===== config.mk =====
export PLATFORM = sky130hd
export DESIGN_NAME = sstf_ctrl
export DESIGN_NICKNAME = d
export VERILOG_FILES = /design/src/rtl/sstf_pkg.sv /design/src/rtl/sstf_ctrl.sv
export SDC_FILE = /design/constraint.sdc
export NUM_CORES = 1
export LEC_CHECK = 0
export BUFFER_PORTS_ARGS = -buffer_cell sky130_fd_sc_hd__buf_2
export CORE_UTILIZATION = 41
export CTS_CLUSTER_SIZE = 30
export DETAILED_ROUTE_END_ITERATION = 16
export GPL_TIMING_DRIVEN = 0
export SYNTH_ARGS = -nofsm -noshare
export SYNTH_HDL_FRONTEND = slang
export SYNTH_SLANG_ARGS = --single-unit

===== constraint.sdc =====
create_clock -name clock -period 2.25 [get_ports clock]
set_clock_uncertainty 0.15 [all_clocks]
set_input_delay 0.45 -clock clock [delete_from_list [all_inputs] [get_ports clock]]
set_output_delay 0.45 -clock clock [all_outputs]
set_load 0.03 [all_outputs]

===== src/rtl/sstf_pkg.sv =====
package sstf_pkg;

   localparam int YEAR_W   = 16;
   localparam int VALUE_W  = 32;
   localparam int ENTRY_W  = YEAR_W + VALUE_W;
   localparam int ICPT_W   = 48;
   localparam int COUNT_W  = 7;
   localparam logic signed [VALUE_W-1:0] MISSING_MARK = -32'sd65536;

   typedef enum logic [2:0] {
      STAT_OK        = 3'd0,
      STAT_MISSING   = 3'd1,
      STAT_DUP       = 3'd2,
      STAT_NOT_FOUND = 3'd3,
      STAT_FULL      = 3'd4
   } status_type;

   typedef enum logic [4:0] {
      S_IDLE, S_SRCH_RD, S_SRCH_CMP, S_DECIDE, S_UP_RD, S_UP_WR, S_INS,
      S_DN_RD, S_DN_WR, S_UPD, S_SUM_INIT, S_SUM_RD, S_SUM_MUL, S_SUM_ACC,
      S_FIN_MUL, S_FIN_SUB, S_MEAN_GO, S_MEAN_WAIT, S_SLOPE_GO, S_SLOPE_WAIT,
      S_ICPT_MUL, S_ICPT_GO, S_ICPT_WAIT, S_OUT
   } ctrl_state_type;

   typedef enum logic [4:0] {
      OP_NONE, OP_ACCEPT, OP_SRCH_RD, OP_SRCH_CMP, OP_DECIDE, OP_UP_RD,
      OP_UP_WR, OP_INS, OP_DN_RD, OP_DN_WR, OP_UPD, OP_SUM_INIT, OP_SUM_RD,
      OP_SUM_MUL, OP_SUM_ACC, OP_MEAN_GO, OP_MEAN_DONE, OP_SLOPE_GO,
      OP_SLOPE_DONE, OP_ICPT_GO, OP_ICPT_DONE, OP_OUT
   } dp_op_type;

   typedef struct packed {
      dp_op_type  op;
      status_type code;
   } dp_cmd_type;

   typedef struct packed {
      logic kind;
      logic missing;
      logic found;
      logic full;
      logic empty;
      logic scan_end;
      logic hit;
      logic up_done;
      logic dn_done;
      logic fit_ok;
      logic div_busy;
      logic rsp_busy;
   } dp_stat_type;

endpackage


===== src/rtl/sstf_ctrl.sv =====
module sstf_ctrl (
   input  logic                 clock,
   input  logic                 reset,
   input  logic                 req_valid,
   output logic                 req_ready,
   input  sstf_pkg::dp_stat_type stat,
   output sstf_pkg::dp_cmd_type  cmd
);
   import sstf_pkg::*;

   ctrl_state_type state_ff, state_in;
   status_type     decide_code;

   always_comb begin
      if (!stat.kind) begin
         if (stat.missing) begin
            decide_code = STAT_MISSING;
         end else if (stat.found) begin
            decide_code = STAT_DUP;
         end else if (stat.full) begin
            decide_code = STAT_FULL;
         end else begin
            decide_code = STAT_OK;
         end
      end else begin
         decide_code = stat.found ? STAT_OK : STAT_NOT_FOUND;
      end
   end

   always_comb begin
      state_in = state_ff;
      case (state_ff)
         S_IDLE:       if (req_valid) state_in = S_SRCH_RD;
         S_SRCH_RD:    state_in = stat.scan_end ? S_DECIDE : S_SRCH_CMP;
         S_SRCH_CMP:   state_in = stat.hit ? S_DECIDE : S_SRCH_RD;
         S_DECIDE: begin
            if (decide_code != STAT_OK) begin
               state_in = S_SUM_INIT;
            end else if (!stat.kind) begin
               state_in = S_UP_RD;
            end else begin
               state_in = stat.missing ? S_DN_RD : S_UPD;
            end
         end
         S_UP_RD:      state_in = stat.up_done ? S_INS : S_UP_WR;
         S_UP_WR:      state_in = S_UP_RD;
         S_INS:        state_in = S_SUM_INIT;
         S_DN_RD:      state_in = stat.dn_done ? S_SUM_INIT : S_DN_WR;
         S_DN_WR:      state_in = S_DN_RD;
         S_UPD:        state_in = S_SUM_INIT;
         S_SUM_INIT:   state_in = S_SUM_RD;
         S_SUM_RD:     state_in = stat.scan_end ? S_FIN_MUL : S_SUM_MUL;
         S_SUM_MUL:    state_in = S_SUM_ACC;
         S_SUM_ACC:    state_in = S_SUM_RD;
         S_FIN_MUL:    state_in = S_FIN_SUB;
         S_FIN_SUB:    state_in = stat.empty ? S_OUT : S_MEAN_GO;
         S_MEAN_GO:    state_in = S_MEAN_WAIT;
         S_MEAN_WAIT: begin
            if (!stat.div_busy) state_in = stat.fit_ok ? S_SLOPE_GO : S_OUT;
         end
         S_SLOPE_GO:   state_in = S_SLOPE_WAIT;
         S_SLOPE_WAIT: if (!stat.div_busy) state_in = S_ICPT_MUL;
         S_ICPT_MUL:   state_in = S_ICPT_GO;
         S_ICPT_GO:    state_in = S_ICPT_WAIT;
         S_ICPT_WAIT:  if (!stat.div_busy) state_in = S_OUT;
         S_OUT:        if (!stat.rsp_busy) state_in = S_IDLE;
         default:      state_in = S_IDLE;
      endcase
   end

   always_comb begin
      req_ready = 1'b0;
      cmd.op    = OP_NONE;
      cmd.code  = decide_code;
      case (state_ff)
         S_IDLE: begin
            req_ready = 1'b1;
            if (req_valid) cmd.op = OP_ACCEPT;
         end
         S_SRCH_RD:    cmd.op = OP_SRCH_RD;
         S_SRCH_CMP:   cmd.op = OP_SRCH_CMP;
         S_DECIDE:     cmd.op = OP_DECIDE;
         S_UP_RD:      cmd.op = OP_UP_RD;
         S_UP_WR:      cmd.op = OP_UP_WR;
         S_INS:        cmd.op = OP_INS;
         S_DN_RD:      cmd.op = OP_DN_RD;
         S_DN_WR:      cmd.op = OP_DN_WR;
         S_UPD:        cmd.op = OP_UPD;
         S_SUM_INIT:   cmd.op = OP_SUM_INIT;
         S_SUM_RD:     cmd.op = OP_SUM_RD;
         S_SUM_MUL:    cmd.op = OP_SUM_MUL;
         S_SUM_ACC:    cmd.op = OP_SUM_ACC;
         S_MEAN_GO:    cmd.op = OP_MEAN_GO;
         S_MEAN_WAIT:  if (!stat.div_busy) cmd.op = OP_MEAN_DONE;
         S_SLOPE_GO:   cmd.op = OP_SLOPE_GO;
         S_SLOPE_WAIT: if (!stat.div_busy) cmd.op = OP_SLOPE_DONE;
         S_ICPT_GO:    cmd.op = OP_ICPT_GO;
         S_ICPT_WAIT:  if (!stat.div_busy) cmd.op = OP_ICPT_DONE;
         S_OUT:        if (!stat.rsp_busy) cmd.op = OP_OUT;
         default:      cmd.op = OP_NONE;
      endcase
   end

   always_ff @(posedge clock) begin
      if (reset) begin
         state_ff <= S_IDLE;
      end else begin
         state_ff <= state_in;
      end
   end
endmodule


==> out/metrics.sh <==
MOST_AREA_CONSUMING_CELLS_AFTER_SYNTHESIS='dfxtp_1 10%, a21oi_1 6.7%, buf_2 6.7%'
CTS_HOLD_REPAIR.BUFFERS=0
TOTALWIRELENGTH_UM=3360
DIE_H_UM=50.8
SYN_AREA_UM2=976
HOLD_CLASS='in2reg'
DRT-INITIAL-DRC-COUNT=68
GRT_RESOURCE_USAGE_TOTAL_PCT=25.6
AREA_ADDED_BETWEEN_SYNTHESIS_AND_FINISH_PCT=40.0
DETAILEDROUTE.FIRSTPASSITERATIONCOUNT=4
HOLD_DEPTH=2
IOPINCOUNT=24
CTS_TREE='done'
MIN_PERIOD_OVER_PERIOD_PCT=101
ANT_NETS=0
OUTCOME='finished with violations'
REPORT.FINAL.HOLD_VIOL_COUNT=0
FINALCRITICALPERIOD_NS=2.28
POST-SYNTH-TOP-COUNT-CELL='nor2_1'
SYNTH_EDF_COUNT=0
YOSYSSEQAREASHARE_PCT=10.3
YOSYS_REGISTER_BITS=5
GRT_FIRST_PASS_WIRELENGTH_UM=4990
CLOCK_PATH_BUFFERS=2
SYNTH_TOP_AREA_SHARE_PCT=10.3
MAX_CLOCK_FREQ_GHz=0.439
POST-ROUTE-DRC-COUNT=0
HOLD_PATH.STARTPOINT='reset'
PEAKVDDDROP_uV=795
IO_BUFFERS=22
CP_MAX_FO=8
COUNT_OF_INSERTED_ANTENNA_DIODE_CELLS=0
MAXSLEWVIOLCOUNT=0
CTS_MADE_BUFFERS=3
DIE_W_UM=50.8
ANTENNA_VIOLATIONS_BEFORE_REPAIR=0
TIMING.MAX_SLEW.REL_SLACK_PCT=70.6
POSTLAYOUTSETUPSLACKWORST_NS=-0.0301
GR-TOTAL-OVERFLOW=0
CLOCK_SINKS=5
POWER_PER_CELL_AREA_mW_PER_MM2=1130
DRIVE_ABOVE_1_SHARE_PCT=37.5
CRITICAL_PATH.REG2REG.ENDPOINT='state_ff[0]$_SDFFE_PP0P_'
AREA_OF_THE_DIE_MM2=0.00258
CELL_ROW_COUNT=17
SYNTH_CELLS=140
WORST-R2R-CELL-COUNT=7
LARGEST_REGISTER_FF_COUNT=5
FINAL.FILL_COUNT=208
RR_STARTPOINT='state_ff[2]$_SDFFE_PP0P_'
GP_CONGESTION=0.889
YOSYS_WARNINGS=0
CTS.CLK_SLEW.WORST_PATHS_NS=0.04
ROUTED_WIRE_LENGTH_PER_INSTANCE_UM=16.5
NUM_VIAS=1308
SETUP_VIOL=1
PLACE_HPWL_UM=2240
DRV.MAX_CAP_VIOLATION_COUNT=0
SYNTHARSTFLOPSHARE_PCT=0
SYNTH.LARGEST_AREA_CELL='dfxtp_1'
GRT_SETUP_UNREPAIRED='yes'
LAYOUT_TOP_REGISTERS='state_ff (5)'
SYNTH_COMMONEST_CELLS='14 x nor2_1, 13 x a21oi_1, 13 x buf_2, 13 x o21ai_0, 7 x nor2b_1'
CRITICALPATHCATEGORY='reg2out'
CTSHTREEMAXLEVEL=1
START_UTIL_PCT=43.7
POWER.STATIC_LEAKAGE_nW=0.562
WORSTSKEWPAIRLATENCY_NS=0.24
CORE_AREA_MM2=0.00223
WHS_NS=0.319
LARGEST_NET_DEGREE_AT_THE_START_OF_GLOBAL_ROUTING=11
WORSTPATHREQUIRED_NS=1.65
TIMING_WORST_SLEW_PIN_VALUE_NS=0.440
SEQUENTIAL_CELL_AREA_UM2=103
MULTI_INPUT_GATE_AREA_UM2=813
HOLD_END='state_ff[2]$_SDFFE_PP0P_'
MAX_FLOP_REGISTER='state_ff'
FF2FF_SETUP_SLACK_NS=0.19
FIRST_GLOBAL_VIAS=1044
SYN_NETS=155
CRITICAL_PATH.ENDPOINT_TYPE='output port'
CTS_ROOT_BUFFER='clkbuf_4'
CRITPATHLAUNCHTYPE='flip-flop'
FINALNETCOUNT=192
COUNT_OF_DISTINCT_CELL_TYPES_IN_THE_SYNTHESIZED_NETLIST=47
CRIT_ARRIVAL_NS=1.68
POWER.TOTAL_mW=1.54
SYN_AREA_PER_CELL_UM2=6.97
FIN_UTIL_PCT=61.2
VIASPERCELL=6.41
VIOLATIONS='setup timing'
SYNTH_FLOP_CELL='dfxtp_1'
==> worst max-delay path, stage by stage, from the launching register on <==
cell	delay (ns)
dfxtp_2	0.33
buf_6	0.12
buf_8	0.13
buf_8	0.12
nor2_4	0.04
a211oi_1	0.40
o32ai_2	0.12
buf_4	0.18
==> per-layer routing <==
metal | wire length, um | track usage [%] | up-vias
met2 | 1530 | 38.4 | 93
met5 | 0 | 0 | -
met3 | 318 | 5.76 | 16
met1 | 1410 | 35.4 | 597
li1 | - | - | 602
met4 | 108 | 8.80 | 0
==> metrics by stage <==
step                setup TNS, ns  worst slack (ns)  cells  cell area, um2
global route               -0.181           -0.0798    204            1370
global placement          -0.0889           -0.0475    190            1130
floorplan                  -0.120            -0.120    140             990
detailed placement        -0.0969           -0.0629    190            1130
CTS                             0            0.0101    196            1240
finish                    -0.0301           -0.0301    204            1370
==> layout by cell type (no fill, tap or decap), types with 3 or more instances in the layout <==
cell and count:
a21oi_1 13, and3b_1 3, buf_8 4, mux2i_1 6
clkbuf_4 4, buf_6 6, o22ai_1 4, buf_2 21
nor2b_1 5, nand2_1 5, buf_4 13, o21ai_0 12
and3_1 3, inv_1 6, nand2b_1 4, nand3b_1 3
dfxtp_1 3, nor2_1 12, a211oi_1 3
==> cell type report <==
class / count / area share, %
tap: 28 / 2.56
timing repair buffer: 32 / 15.2
sequential: 5 / 7.51
inverter: 6 / 1.65
buffer: 15 / 11.6
clock buffer: 4 / 1.92
multi-input combinational: 114 / 59.5
==> worst max-delay path by stage <==
stage	from	endpoint	slack (ns)	cells past startpoint
2_1_floorplan	state_ff[0]$_SDFFE_PP0P_	req_ready	-0.12	4
3_3_place_gp	state_ff[1]$_SDFFE_PP0P_	cmd[5]	-0.05	9
3_5_place_dp	state_ff[1]$_SDFFE_PP0P_	cmd[5]	-0.06	9
4_1_cts	state_ff[2]$_SDFFE_PP0P_	cmd[4]	0.01	7
5_1_grt	state_ff[0]$_SDFFE_PP0P_	cmd[4]	-0.08	6
6_report	state_ff[2]$_SDFFE_PP0P_	cmd[4]	-0.03	7
==> repair_timing <==
| item | CTS | global route |
|---|---|---|
| gates cloned | 0 | 2 |
| pin swaps | 1 | 1 |
| buffers inserted | 2 | 6 |
| gates resized for setup | 22 | 17 |
| setup endpoints to repair | 5 | 6 |
==> logic make-up (layout without fill, tap and decap cells) <==
group	count (synthesis)	count (layout)	share of synthesized area (%)
AO/OA/AOI/OAI	51	51	35.9
flip-flops	5	5	10.3
AND/OR/NAND/NOR	56	56	36.0
buffers and inverters	21	57	10.5
multiplexers	7	7	7.31
==> report_power, final <==
group | internal, mW | switching, mW | total [mW]
Combinational | 0.560 | 0.747 | 1.31
Clock | 0.0670 | 0.0354 | 0.102
Sequential | 0.117 | 0.0162 | 0.133
Total | 0.744 | 0.799 | 1.54
(Power assumes the default switching activity.)
